$ cat config.mk
export PLATFORM = sky130hd
export DESIGN_NAME = timer_table_with_allocation
export DESIGN_NICKNAME = d
export VERILOG_FILES = /design/src/design/ttab_pkg.sv /design/src/design/ttab_ram.sv /design/src/design/ttab_result.sv /design/src/design/ttab_ctrl.sv /design/src/design/timer_table_with_allocation.sv
export VERILOG_INCLUDE_DIRS = /design/src /design/src/design
export SDC_FILE = /design/constraint.sdc
export NUM_CORES = 1
export LEC_CHECK = 0
export BUFFER_PORTS_ARGS = -buffer_cell sky130_fd_sc_hd__buf_2
export CORE_UTILIZATION = 40
export CTS_CLUSTER_DIAMETER = 150
export CTS_CLUSTER_SIZE = 28
export DETAILED_ROUTE_END_ITERATION = 7
export PLACE_DENSITY_LB_ADDON = 0.05
export SLEW_MARGIN = 20
export SYNTH_ARGS = -nofsm -noshare
export SYNTH_HDL_FRONTEND = slang
export SYNTH_SLANG_ARGS = --single-unit
export TNS_END_PERCENT = 20
$ cat constraint.sdc
create_clock -name clk_i -period 4.7 [get_ports clk_i]
set_input_delay 0.47 -clock clk_i [delete_from_list [all_inputs] [get_ports clk_i]]
set_output_delay 0.47 -clock clk_i [all_outputs]
set_load 0.01 [all_outputs]
$ cat src/design/timer_table_with_allocation_defines.svh
// ----------------------------------------------------------------------------
// Timer table assertion macros
// Clocked, reset-qualified property wrappers shared by the timer table RTL.
// ----------------------------------------------------------------------------
`ifndef TIMER_TABLE_WITH_ALLOCATION_DEFINES_SVH
`define TIMER_TABLE_WITH_ALLOCATION_DEFINES_SVH

// check a condition at every clock edge outside reset
`define TTAB_ASSERT(name, prop) \
  name: assert property (@(posedge clk_i) disable iff (!rst_ni) (prop)) \
    else $error("timer table assertion failed");

// check a consequence in the cycle after its trigger
`define TTAB_ASSERT_NEXT(name, ante, cons) \
  name: assert property (@(posedge clk_i) disable iff (!rst_ni) (ante) |=> (cons)) \
    else $error("timer table assertion failed");

`endif

$ cat src/design/ttab_pkg.sv
// ----------------------------------------------------------------------------
// Timer table package
// Sizes, operation and status codes, sequencer states and the control
// bundles passed between the sequencer and the result stage.
// ----------------------------------------------------------------------------
package ttab_pkg;

  localparam int NUM_TIMERS = 8;
  localparam int SLOT_W     = (NUM_TIMERS > 1) ? $clog2(NUM_TIMERS) : 1;
  localparam int OP_W       = 3;
  localparam int ID_W       = 8;
  localparam int COUNT_W    = 14;
  localparam int STATUS_W   = 2;
  localparam int WHICH_W    = 6;

  localparam logic [OP_W-1:0] OP_CREATE  = 3'd0;
  localparam logic [OP_W-1:0] OP_DESTROY = 3'd1;
  localparam logic [OP_W-1:0] OP_START   = 3'd2;
  localparam logic [OP_W-1:0] OP_STOP    = 3'd3;
  localparam logic [OP_W-1:0] OP_TICK    = 3'd4;

  localparam logic [STATUS_W-1:0] STATUS_CREATED = 2'd0;
  localparam logic [STATUS_W-1:0] STATUS_NO_FREE = 2'd1;
  localparam logic [STATUS_W-1:0] STATUS_EXPIRED = 2'd2;

  typedef logic [SLOT_W-1:0]  slot_t;
  typedef logic [COUNT_W-1:0] count_t;

  typedef enum logic [2:0] {
    S_IDLE,
    S_FIND,
    S_REPLY,
    S_READ,
    S_EVAL,
    S_FLUSH
  } ctrl_state_e;

  typedef struct packed {
    logic                create_res;
    logic                expire;
    logic                flush;
    logic [STATUS_W-1:0] status;
    slot_t               slot;
  } res_cmd_t;

  typedef struct packed {
    logic out_free;
    logic pend_valid;
  } res_sts_t;

endpackage

$ cat src/design/ttab_ram.sv
// ----------------------------------------------------------------------------
// Generic RAM
// One write port and one read port with registered read data.
// ----------------------------------------------------------------------------
module ttab_ram #(
  parameter int WIDTH = 8,
  parameter int DEPTH = 8
) (
  input  logic                                      clk_i,
  input  logic                                      we_i,
  input  logic [((DEPTH > 1) ? $clog2(DEPTH) : 1)-1:0] waddr_i,
  input  logic [WIDTH-1:0]                          wdata_i,
  input  logic                                      re_i,
  input  logic [((DEPTH > 1) ? $clog2(DEPTH) : 1)-1:0] raddr_i,
  output logic [WIDTH-1:0]                          rdata_o
);

  logic [WIDTH-1:0] mem [DEPTH];
  logic [WIDTH-1:0] rdata_q;

  always_ff @(posedge clk_i) begin
    if (we_i) begin
      mem[waddr_i] <= wdata_i;
    end
    if (re_i) begin
      rdata_q <= mem[raddr_i];
    end
  end

  assign rdata_o = rdata_q;

endmodule

$ cat src/design/ttab_result.sv
// ----------------------------------------------------------------------------
// Timer table result stage
// Output register plus one held expiry, so the final expiry of a tick can
// be marked last once the sweep is over.
// ----------------------------------------------------------------------------
module ttab_result import ttab_pkg::*; (
  input  logic                clk_i,
  input  logic                rst_ni,
  input  res_cmd_t            cmd_i,
  output res_sts_t            sts_o,
  output logic                out_valid_o,
  input  logic                out_stall_i,
  output logic [STATUS_W-1:0] status_o,
  output logic [WHICH_W-1:0]  which_timer_o,
  output logic                last_o
);

  logic                out_valid_q, out_valid_d;
  logic [STATUS_W-1:0] status_q, status_d;
  logic [WHICH_W-1:0]  which_q, which_d;
  logic                last_q, last_d;
  logic                pend_valid_q, pend_valid_d;
  slot_t               pend_slot_q, pend_slot_d;
  logic                out_free;

  assign out_free = !out_valid_q || !out_stall_i;

  always_comb begin
    out_valid_d  = out_valid_q && out_stall_i;
    status_d     = status_q;
    which_d      = which_q;
    last_d       = last_q;
    pend_valid_d = pend_valid_q;
    pend_slot_d  = pend_slot_q;
    if (cmd_i.create_res) begin
      out_valid_d = 1'b1;
      status_d    = cmd_i.status;
      which_d     = WHICH_W'(cmd_i.slot);
      last_d      = 1'b1;
    end
    if (cmd_i.expire) begin
      if (pend_valid_q) begin
        out_valid_d = 1'b1;
        status_d    = STATUS_EXPIRED;
        which_d     = WHICH_W'(pend_slot_q);
        last_d      = 1'b0;
      end
      pend_valid_d = 1'b1;
      pend_slot_d  = cmd_i.slot;
    end
    if (cmd_i.flush && pend_valid_q) begin
      out_valid_d  = 1'b1;
      status_d     = STATUS_EXPIRED;
      which_d      = WHICH_W'(pend_slot_q);
      last_d       = 1'b1;
      pend_valid_d = 1'b0;
    end
  end

  always_ff @(posedge clk_i or negedge rst_ni) begin
    if (!rst_ni) begin
      out_valid_q  <= 1'b0;
      pend_valid_q <= 1'b0;
    end else begin
      out_valid_q  <= out_valid_d;
      pend_valid_q <= pend_valid_d;
    end
  end

  always_ff @(posedge clk_i) begin
    status_q    <= status_d;
    which_q     <= which_d;
    last_q      <= last_d;
    pend_slot_q <= pend_slot_d;
  end

  assign sts_o.out_free   = out_free;
  assign sts_o.pend_valid = pend_valid_q;
  assign out_valid_o      = out_valid_q;
  assign status_o         = status_q;
  assign which_timer_o    = which_q;
  assign last_o           = last_q;

endmodule

$ cat src/design/ttab_ctrl.sv
// ----------------------------------------------------------------------------
// Timer table sequencer
// Holds the created and armed flags, steps one slot index through the
// free-slot search and the tick sweep, and drives the count memory and
// the shared decrement-and-compare unit.
// ----------------------------------------------------------------------------
`include "timer_table_with_allocation_defines.svh"

module ttab_ctrl import ttab_pkg::*; (
  input  logic            clk_i,
  input  logic            rst_ni,
  input  logic            in_valid_i,
  output logic            in_stall_o,
  input  logic [OP_W-1:0] operation_i,
  input  logic [ID_W-1:0] timer_id_i,
  input  count_t          timeout_i,
  input  res_sts_t        sts_i,
  output res_cmd_t        cmd_o,
  output logic            ram_we_o,
  output slot_t           ram_waddr_o,
  output count_t          ram_wdata_o,
  output logic            ram_re_o,
  output slot_t           ram_raddr_o,
  input  count_t          ram_rdata_i
);

  ctrl_state_e           state_q, state_d;
  slot_t                 idx_q, idx_d;
  logic [NUM_TIMERS-1:0] created_q, created_d;
  logic [NUM_TIMERS-1:0] armed_q, armed_d;
  logic                  found_q, found_d;

  logic  in_acc;
  logic  id_ok;
  slot_t id_slot;
  logic  idx_last;
  logic  slot_active;
  logic  slot_expire;
  logic  eval_blocked;

  assign in_stall_o   = (state_q != S_IDLE);
  assign in_acc       = in_valid_i && !in_stall_o;
  assign id_ok        = timer_id_i < ID_W'(NUM_TIMERS);
  assign id_slot      = timer_id_i[SLOT_W-1:0];
  assign idx_last     = (idx_q == SLOT_W'(NUM_TIMERS - 1));
  assign slot_active  = created_q[idx_q] && armed_q[idx_q];
  assign slot_expire  = slot_active && (ram_rdata_i <= COUNT_W'(1));
  assign eval_blocked = slot_expire && sts_i.pend_valid && !sts_i.out_free;

  always_comb begin
    state_d = state_q;
    case (state_q)
      S_IDLE: begin
        if (in_acc) begin
          case (operation_i)
            OP_CREATE: state_d = S_FIND;
            OP_TICK:   state_d = S_READ;
            default:   state_d = S_IDLE;
          endcase
        end
      end
      S_FIND: begin
        if (!created_q[idx_q] || idx_last) state_d = S_REPLY;
      end
      S_REPLY: begin
        if (sts_i.out_free) state_d = S_IDLE;
      end
      S_READ: state_d = S_EVAL;
      S_EVAL: begin
        if (!eval_blocked) state_d = idx_last ? S_FLUSH : S_READ;
      end
      S_FLUSH: begin
        if (!sts_i.pend_valid || sts_i.out_free) state_d = S_IDLE;
      end
      default: state_d = S_IDLE;
    endcase
  end

  always_comb begin
    created_d   = created_q;
    armed_d     = armed_q;
    idx_d       = idx_q;
    found_d     = found_q;
    cmd_o       = '0;
    ram_we_o    = 1'b0;
    ram_waddr_o = idx_q;
    ram_wdata_o = ram_rdata_i - COUNT_W'(1);
    ram_re_o    = 1'b0;
    ram_raddr_o = idx_q;
    case (state_q)
      S_IDLE: begin
        if (in_acc) begin
          case (operation_i)
            OP_CREATE: idx_d = '0;
            OP_DESTROY: begin
              if (id_ok) begin
                created_d[id_slot] = 1'b0;
                armed_d[id_slot]   = 1'b0;
              end
            end
            OP_START: begin
              if (id_ok) begin
                armed_d[id_slot] = 1'b1;
                ram_we_o         = 1'b1;
                ram_waddr_o      = id_slot;
                ram_wdata_o      = timeout_i;
              end
            end
            OP_STOP: begin
              if (id_ok) armed_d[id_slot] = 1'b0;
            end
            OP_TICK: idx_d = '0;
            default: ;
          endcase
        end
      end
      S_FIND: begin
        if (!created_q[idx_q]) begin
          created_d[idx_q] = 1'b1;
          armed_d[idx_q]   = 1'b0;
          found_d          = 1'b1;
        end else if (idx_last) begin
          found_d = 1'b0;
        end else begin
          idx_d = idx_q + 1'b1;
        end
      end
      S_REPLY: begin
        if (sts_i.out_free) begin
          cmd_o.create_res = 1'b1;
          cmd_o.status     = found_q ? STATUS_CREATED : STATUS_NO_FREE;
          cmd_o.slot       = found_q ? idx_q : '0;
        end
      end
      S_READ: ram_re_o = 1'b1;
      S_EVAL: begin
        if (!eval_blocked) begin
          if (slot_expire) begin
            armed_d[idx_q] = 1'b0;
            cmd_o.expire   = 1'b1;
            cmd_o.slot     = idx_q;
          end else if (slot_active) begin
            ram_we_o = 1'b1;
          end
          if (!idx_last) idx_d = idx_q + 1'b1;
        end
      end
      S_FLUSH: begin
        if (sts_i.pend_valid && sts_i.out_free) cmd_o.flush = 1'b1;
      end
      default: ;
    endcase
  end

  always_ff @(posedge clk_i or negedge rst_ni) begin
    if (!rst_ni) begin
      state_q   <= S_IDLE;
      idx_q     <= '0;
      created_q <= '0;
      armed_q   <= '0;
      found_q   <= 1'b0;
    end else begin
      state_q   <= state_d;
      idx_q     <= idx_d;
      created_q <= created_d;
      armed_q   <= armed_d;
      found_q   <= found_d;
    end
  end

  `TTAB_ASSERT_NEXT(a_claim_disarms, state_q == S_FIND && !created_q[idx_q],
                    created_q[$past(idx_q)] && !armed_q[$past(idx_q)] && state_q == S_REPLY)
  `TTAB_ASSERT(a_expire_active, !cmd_o.expire || (created_q[idx_q] && armed_q[idx_q]))
  `TTAB_ASSERT_NEXT(a_sweep_steps, state_q == S_EVAL && !eval_blocked && !idx_last,
                    state_q == S_READ && idx_q == $past(idx_q) + 1'b1)
  `TTAB_ASSERT(a_res_in_busy, !(cmd_o.create_res || cmd_o.expire || cmd_o.flush) || in_stall_o)

endmodule

$ cat src/design/timer_table_with_allocation.sv
// ----------------------------------------------------------------------------
// Timer table with allocation
// A bank of NUM_TIMERS one-shot countdown timers. Requests enter on the
// in_valid_i / in_stall_o channel: create, destroy, start, stop or tick.
// Destroy, start and stop give no result. Create scans for the lowest
// free slot one slot a cycle and returns one result. A tick sweeps
// every slot through the count RAM and the shared decrement unit; each
// expiry gives a result in slot order, the final one marked by last_o,
// so it trails by one expiry. in_stall_o is high while a create or
// tick is in progress. Results leave through an output register on
// out_valid_o / out_stall_i; a stalled result holds, and the sweep
// waits only when a second expiry finds the register still full. Reset
// clears all flags and returns the block to idle at once; the count
// RAM needs no clearing pass.
// ----------------------------------------------------------------------------
module timer_table_with_allocation import ttab_pkg::*; (
  input  logic                clk_i,
  input  logic                rst_ni,
  input  logic                in_valid_i,
  output logic                in_stall_o,
  input  logic [OP_W-1:0]     operation_i,
  input  logic [ID_W-1:0]     timer_id_i,
  input  logic [COUNT_W-1:0]  timeout_i,
  output logic                out_valid_o,
  input  logic                out_stall_i,
  output logic [STATUS_W-1:0] status_o,
  output logic [WHICH_W-1:0]  which_timer_o,
  output logic                last_o
);

  res_cmd_t res_cmd;
  res_sts_t res_sts;
  logic     ram_we;
  slot_t    ram_waddr;
  count_t   ram_wdata;
  logic     ram_re;
  slot_t    ram_raddr;
  count_t   ram_rdata;

  ttab_ctrl u_ctrl (
    .clk_i       (clk_i),
    .rst_ni      (rst_ni),
    .in_valid_i  (in_valid_i),
    .in_stall_o  (in_stall_o),
    .operation_i (operation_i),
    .timer_id_i  (timer_id_i),
    .timeout_i   (timeout_i),
    .sts_i       (res_sts),
    .cmd_o       (res_cmd),
    .ram_we_o    (ram_we),
    .ram_waddr_o (ram_waddr),
    .ram_wdata_o (ram_wdata),
    .ram_re_o    (ram_re),
    .ram_raddr_o (ram_raddr),
    .ram_rdata_i (ram_rdata)
  );

  ttab_ram #(
    .WIDTH (COUNT_W),
    .DEPTH (NUM_TIMERS)
  ) u_count_ram (
    .clk_i   (clk_i),
    .we_i    (ram_we),
    .waddr_i (ram_waddr),
    .wdata_i (ram_wdata),
    .re_i    (ram_re),
    .raddr_i (ram_raddr),
    .rdata_o (ram_rdata)
  );

  ttab_result u_result (
    .clk_i         (clk_i),
    .rst_ni        (rst_ni),
    .cmd_i         (res_cmd),
    .sts_o         (res_sts),
    .out_valid_o   (out_valid_o),
    .out_stall_i   (out_stall_i),
    .status_o      (status_o),
    .which_timer_o (which_timer_o),
    .last_o        (last_o)
  );

endmodule
==> flow_summary_export.csv <==
group,metric,value,unit
setup_path,setup.worst_path.class,"reg -> reg",
clocking,master_cell_of_the_clock_root_buffer,"clkbuf_16",
logic_synthesis,synthesis_warnings,0,
grt,grt.overflow.total,0,
clocking,total_number_of_h_tree_levels,4,
timing,achievable-frequency,333.9,MHz
setup_path,cp_cell_sequence,"nor2_1, nand4_1, or3b_2, nor3b_1, a21oi_1, nor2_1, buf_4",
logic_synthesis,synth-edff-count,129,
timing,setup-tns-final,0,ps
place,gp_congestion,0.8209,
clocking,cts-hold-fix-buffers,0,
setup_path,worst-path-max-fanout,38,
power_and_ir_drop,cellPowerDensity,523.8,nW/µm²
timing,grt_setup_unrepaired,"no",
place,port_buffers,39,
clocking,post_cts.repair.setup_buffers,0,
grt,first_global_vias,4873,
power_and_ir_drop,net-switching-power,1.449,mW
logic_synthesis,seq_area_frac_synth,0.6500,
clocking,clock_sinks,163,
layout,mostFrequentLayoutCells,"edfxtp_1, nor2_1, nand2_1",
floorplan,design.core.area,17420,µm²
setup_path,path_common_cell,"nor2_1",
logic_synthesis,synth.avg_cell_area,12.86,µm²
drt,antenna_violation_net_count_after_detailed_routing,0,
setup_path,arrival,3100,ps
logic_synthesis,post_synth_inst_count,560,
floorplan,initial_core_util,0.4134,
timing,maxSlewHeadroom,0.4390,
drt,finalWirelength,19130,µm
power_and_ir_drop,switching_share_of_total_power,0.3361,
grt,globalRouteTotalUtil,0.2208,
drt,detailroute.via_count,4853,
drt,dr.pass1.iters,5,
layout,layout.cells.most_common,"edfxtp_1",
job,cap_viol_max_count,0,
status,status,"finished, final reports clean",
power_and_ir_drop,p_int,2.864,mW
timing,final_max_slew_viol_count,0,
logic_synthesis,yosysUniqueCellTypes,59,
setup_path,worst-endpoint-required,4800,ps
place,dp.cells,808,
drt,routed_via_density,5.777,
layout,antenna_fix_cells,0,
timing,slew_at_the_pin_with_the_worst_max_slew_slack,841.6,ps
clocking,cts.path.max_buffers,2,
clocking,clk-insertion-delay-late,430,ps
floorplan,dieArea,18540,µm²
drt,route.detailed.wl_per_inst,22.77,µm
setup_path,crit_path_top_delay_cell,"or3b_2",
clocking,ctsResizeCount,0,
timing,layout_worst_path_cycle_share,0.6373,
power_and_ir_drop,power.share.clock,0.312,
power_and_ir_drop,power.combinational.fraction,0.259,
grt,grt_pass1_wl,29240,µm
timing,clock_period_minus_final_worst_setup_slack,2995,ps
floorplan,floorplan.die.width,136.2,µm
floorplan,die_h,136.2,µm
floorplan,num_rows,48,
timing,number_of_endpoints_with_negative_hold_slack_in_the_final_report,0,
grt,largest_net_degree_at_the_start_of_global_routing,39,
timing,finalSetupViolCount,0,
logic_synthesis,async_reset_ff_frac,0.1534,
clocking,tritoncts.num_buffers,17,
power_and_ir_drop,sequential_share_of_power,0.428,
power_and_ir_drop,total_leakage_power,2.845,nW
setup_path,cp-end-kind,"flip-flop",
layout,nNetsFinal,635,
logic_synthesis,synth_area,7199,µm²
grt,number_of_antenna_violations_at_the_first_check_in_global_routing,0,
clocking,clk_pin_slew_worst_paths,70,ps
floorplan,top_level_ports,40,
power_and_ir_drop,worst_voltage_drop_across_the_vdd_grid,0.2710,mV
setup_path,worst_setup_sp_type,"flip-flop",
hold_path,worstHoldPathType,"in -> async",
logic_synthesis,synth_ff_type,"edfxtp_1",
layout,area_added_between_synthesis_and_finish,14.37,%
logic_synthesis,synth_fp_nets,593,
layout,stdcell_count,840,
logic_synthesis,synth-seq-cells,163,
layout,drive_gt1_frac,0.1854,
setup_path,max_stage_delay,830,ps
clocking,cts_tree,"done",
drt,remaining_drc_errors,0,
timing,finClkSkew,11.59,ps
drt,drt-initial-drc-count,324,
place,place.detailed.hpwl,13350,µm
layer usage:
layer,part of all wire,wire [µm],track usage
met3,0.045,868,0.04176
met1,0.41,7749,0.2705
met5,0,0,0
met2,0.52,9868,0.3796
met4,0.034,641,0.09321
state kept, by name, summed over array words and instances, names as in the netlist, named ones only:
register                count
u_count_ram.mem           112
u_count_ram.rdata_o        14
u_ctrl.created_q            8
u_ctrl.found_q              1
u_ctrl.ram_raddr_o          3
u_ctrl.state_q              3
u_result.last_o             1
u_result.out_valid_o        1
u_result.pend_slot_q        3
u_result.pend_valid_q       1
u_result.status_o           2
u_result.which_timer_o      6
logic make-up after synthesis:
kind of cell	share of synthesized area
buffers and inverters	0.02190
and+or+nand+nor	0.1227
DFF	0.6500
adders and majority gates	0.006952
muxes	0.05040
xor gates and xnor gates	0.01460
AOI/OAI and AO/OA	0.1335
worst max-delay path, delay by kind of cell, from the launching register on:
kind,cells,cell delay (ps)
DFF,1,490
buffers and inverters,1,280
and+or+nand+nor,5,1800
AOI/OAI and AO/OA,1,90
through the flow:
step | utilization | hold slack, ps | cell area, µm² | power, mW | setup WS [ps]
2_1_floorplan | - | 174.4 | 7199 | 2.607 | 1815
3_3_place_gp | 0.4399 | 429.4 | 7662 | 3.002 | 1666
3_5_place_dp | 0.4399 | 435.4 | 7662 | 3.013 | 1594
4_1_cts | 0.4728 | 65.14 | 8234 | 4.358 | 1715
5_1_grt | 0.4728 | 81.61 | 8234 | 4.529 | 1503
6_report | 0.4728 | 44.16 | 8234 | 4.313 | 1705
power groups by stage:
stage / Sequential [mW] / Clock [mW] / Combinational (mW)
2_1_floorplan: 1.81 / 0 / 0.799
3_3_place_gp: 1.87 / 0 / 1.13
5_1_grt: 1.86 / 1.44 / 1.23
3_5_place_dp: 1.88 / 0 / 1.14
6_report: 1.85 / 1.35 / 1.12
4_1_cts: 1.85 / 1.37 / 1.14
layout make-up:
class | count | area [µm²]
clock inverters | 14 | 142.6
multi-input cells | 359 | 2367
fillers | 1600 | 9183
well taps | 225 | 281.5
inverters | 7 | 26.28
flip-flops and latches | 163 | 4679
clock buffers | 18 | 429.2
repair buffers | 54 | 307.8
cell usage after synthesis, types with 2 or more instances:
library cell	number	share of area
a21o_1	2	0.0021
xnor2_1	7	0.0085
a21oi_1	42	0.029
ha_1	4	0.0070
o31ai_1	2	0.0021
o22ai_1	2	0.0017
o21ai_0	26	0.018
buf_2	6	0.0042
mux2_2	6	0.0094
dfrtp_1	25	0.087
nand4_1	2	0.0017
dfxtp_1	9	0.025
nor2_1	46	0.024
a22oi_1	22	0.023
nand3b_1	4	0.0042
a221oi_1	9	0.011
nand2_1	44	0.023
a31oi_1	8	0.0070
mux2i_1	16	0.022
nor4_1	4	0.0035
o211ai_1	14	0.015
and2_1	6	0.0052
inv_1	6	0.0031
o31a_1	2	0.0024
nand3_1	16	0.011
or3_1	4	0.0035
nor3b_1	6	0.0063
or3b_2	3	0.0037
a22o_1	6	0.0073
nor4_4	2	0.0059
edfxtp_1	129	0.54
xor2_1	5	0.0061
and3_1	9	0.0078
a221o_1	4	0.0056
clkbuf_1	23	0.012
nor2b_1	4	0.0035
mux4_2	4	0.013
mux2_4	3	0.0063
nor3_1	8	0.0056
final timing paths:
kind	from	to	slack (ps)	cells past startpoint
worst max-delay path	u_ctrl.state_q[1]$_DFFE_PN0P_	u_count_ram.mem[2][3]$_DFFE_PP_	1700	7
worst min-delay path	rst_ni	u_result.pend_valid_q$_DFFE_PN0P_	40	1
worst max register to register	u_ctrl.state_q[1]$_DFFE_PN0P_	u_count_ram.mem[2][3]$_DFFE_PP_	1700	7
worst min register to register	u_result.status_o[1]$_SDFF_PP1_	u_result.status_o[1]$_SDFF_PP1_	450	2
max in group asynchronous	rst_ni	u_ctrl.created_q[3]$_DFFE_PN0P_	4240	1
min in group clk_i	out_stall_i	u_result.out_valid_o$_DFF_PN0_	390	3
Note: power is estimated with default switching activity, not from simulation.
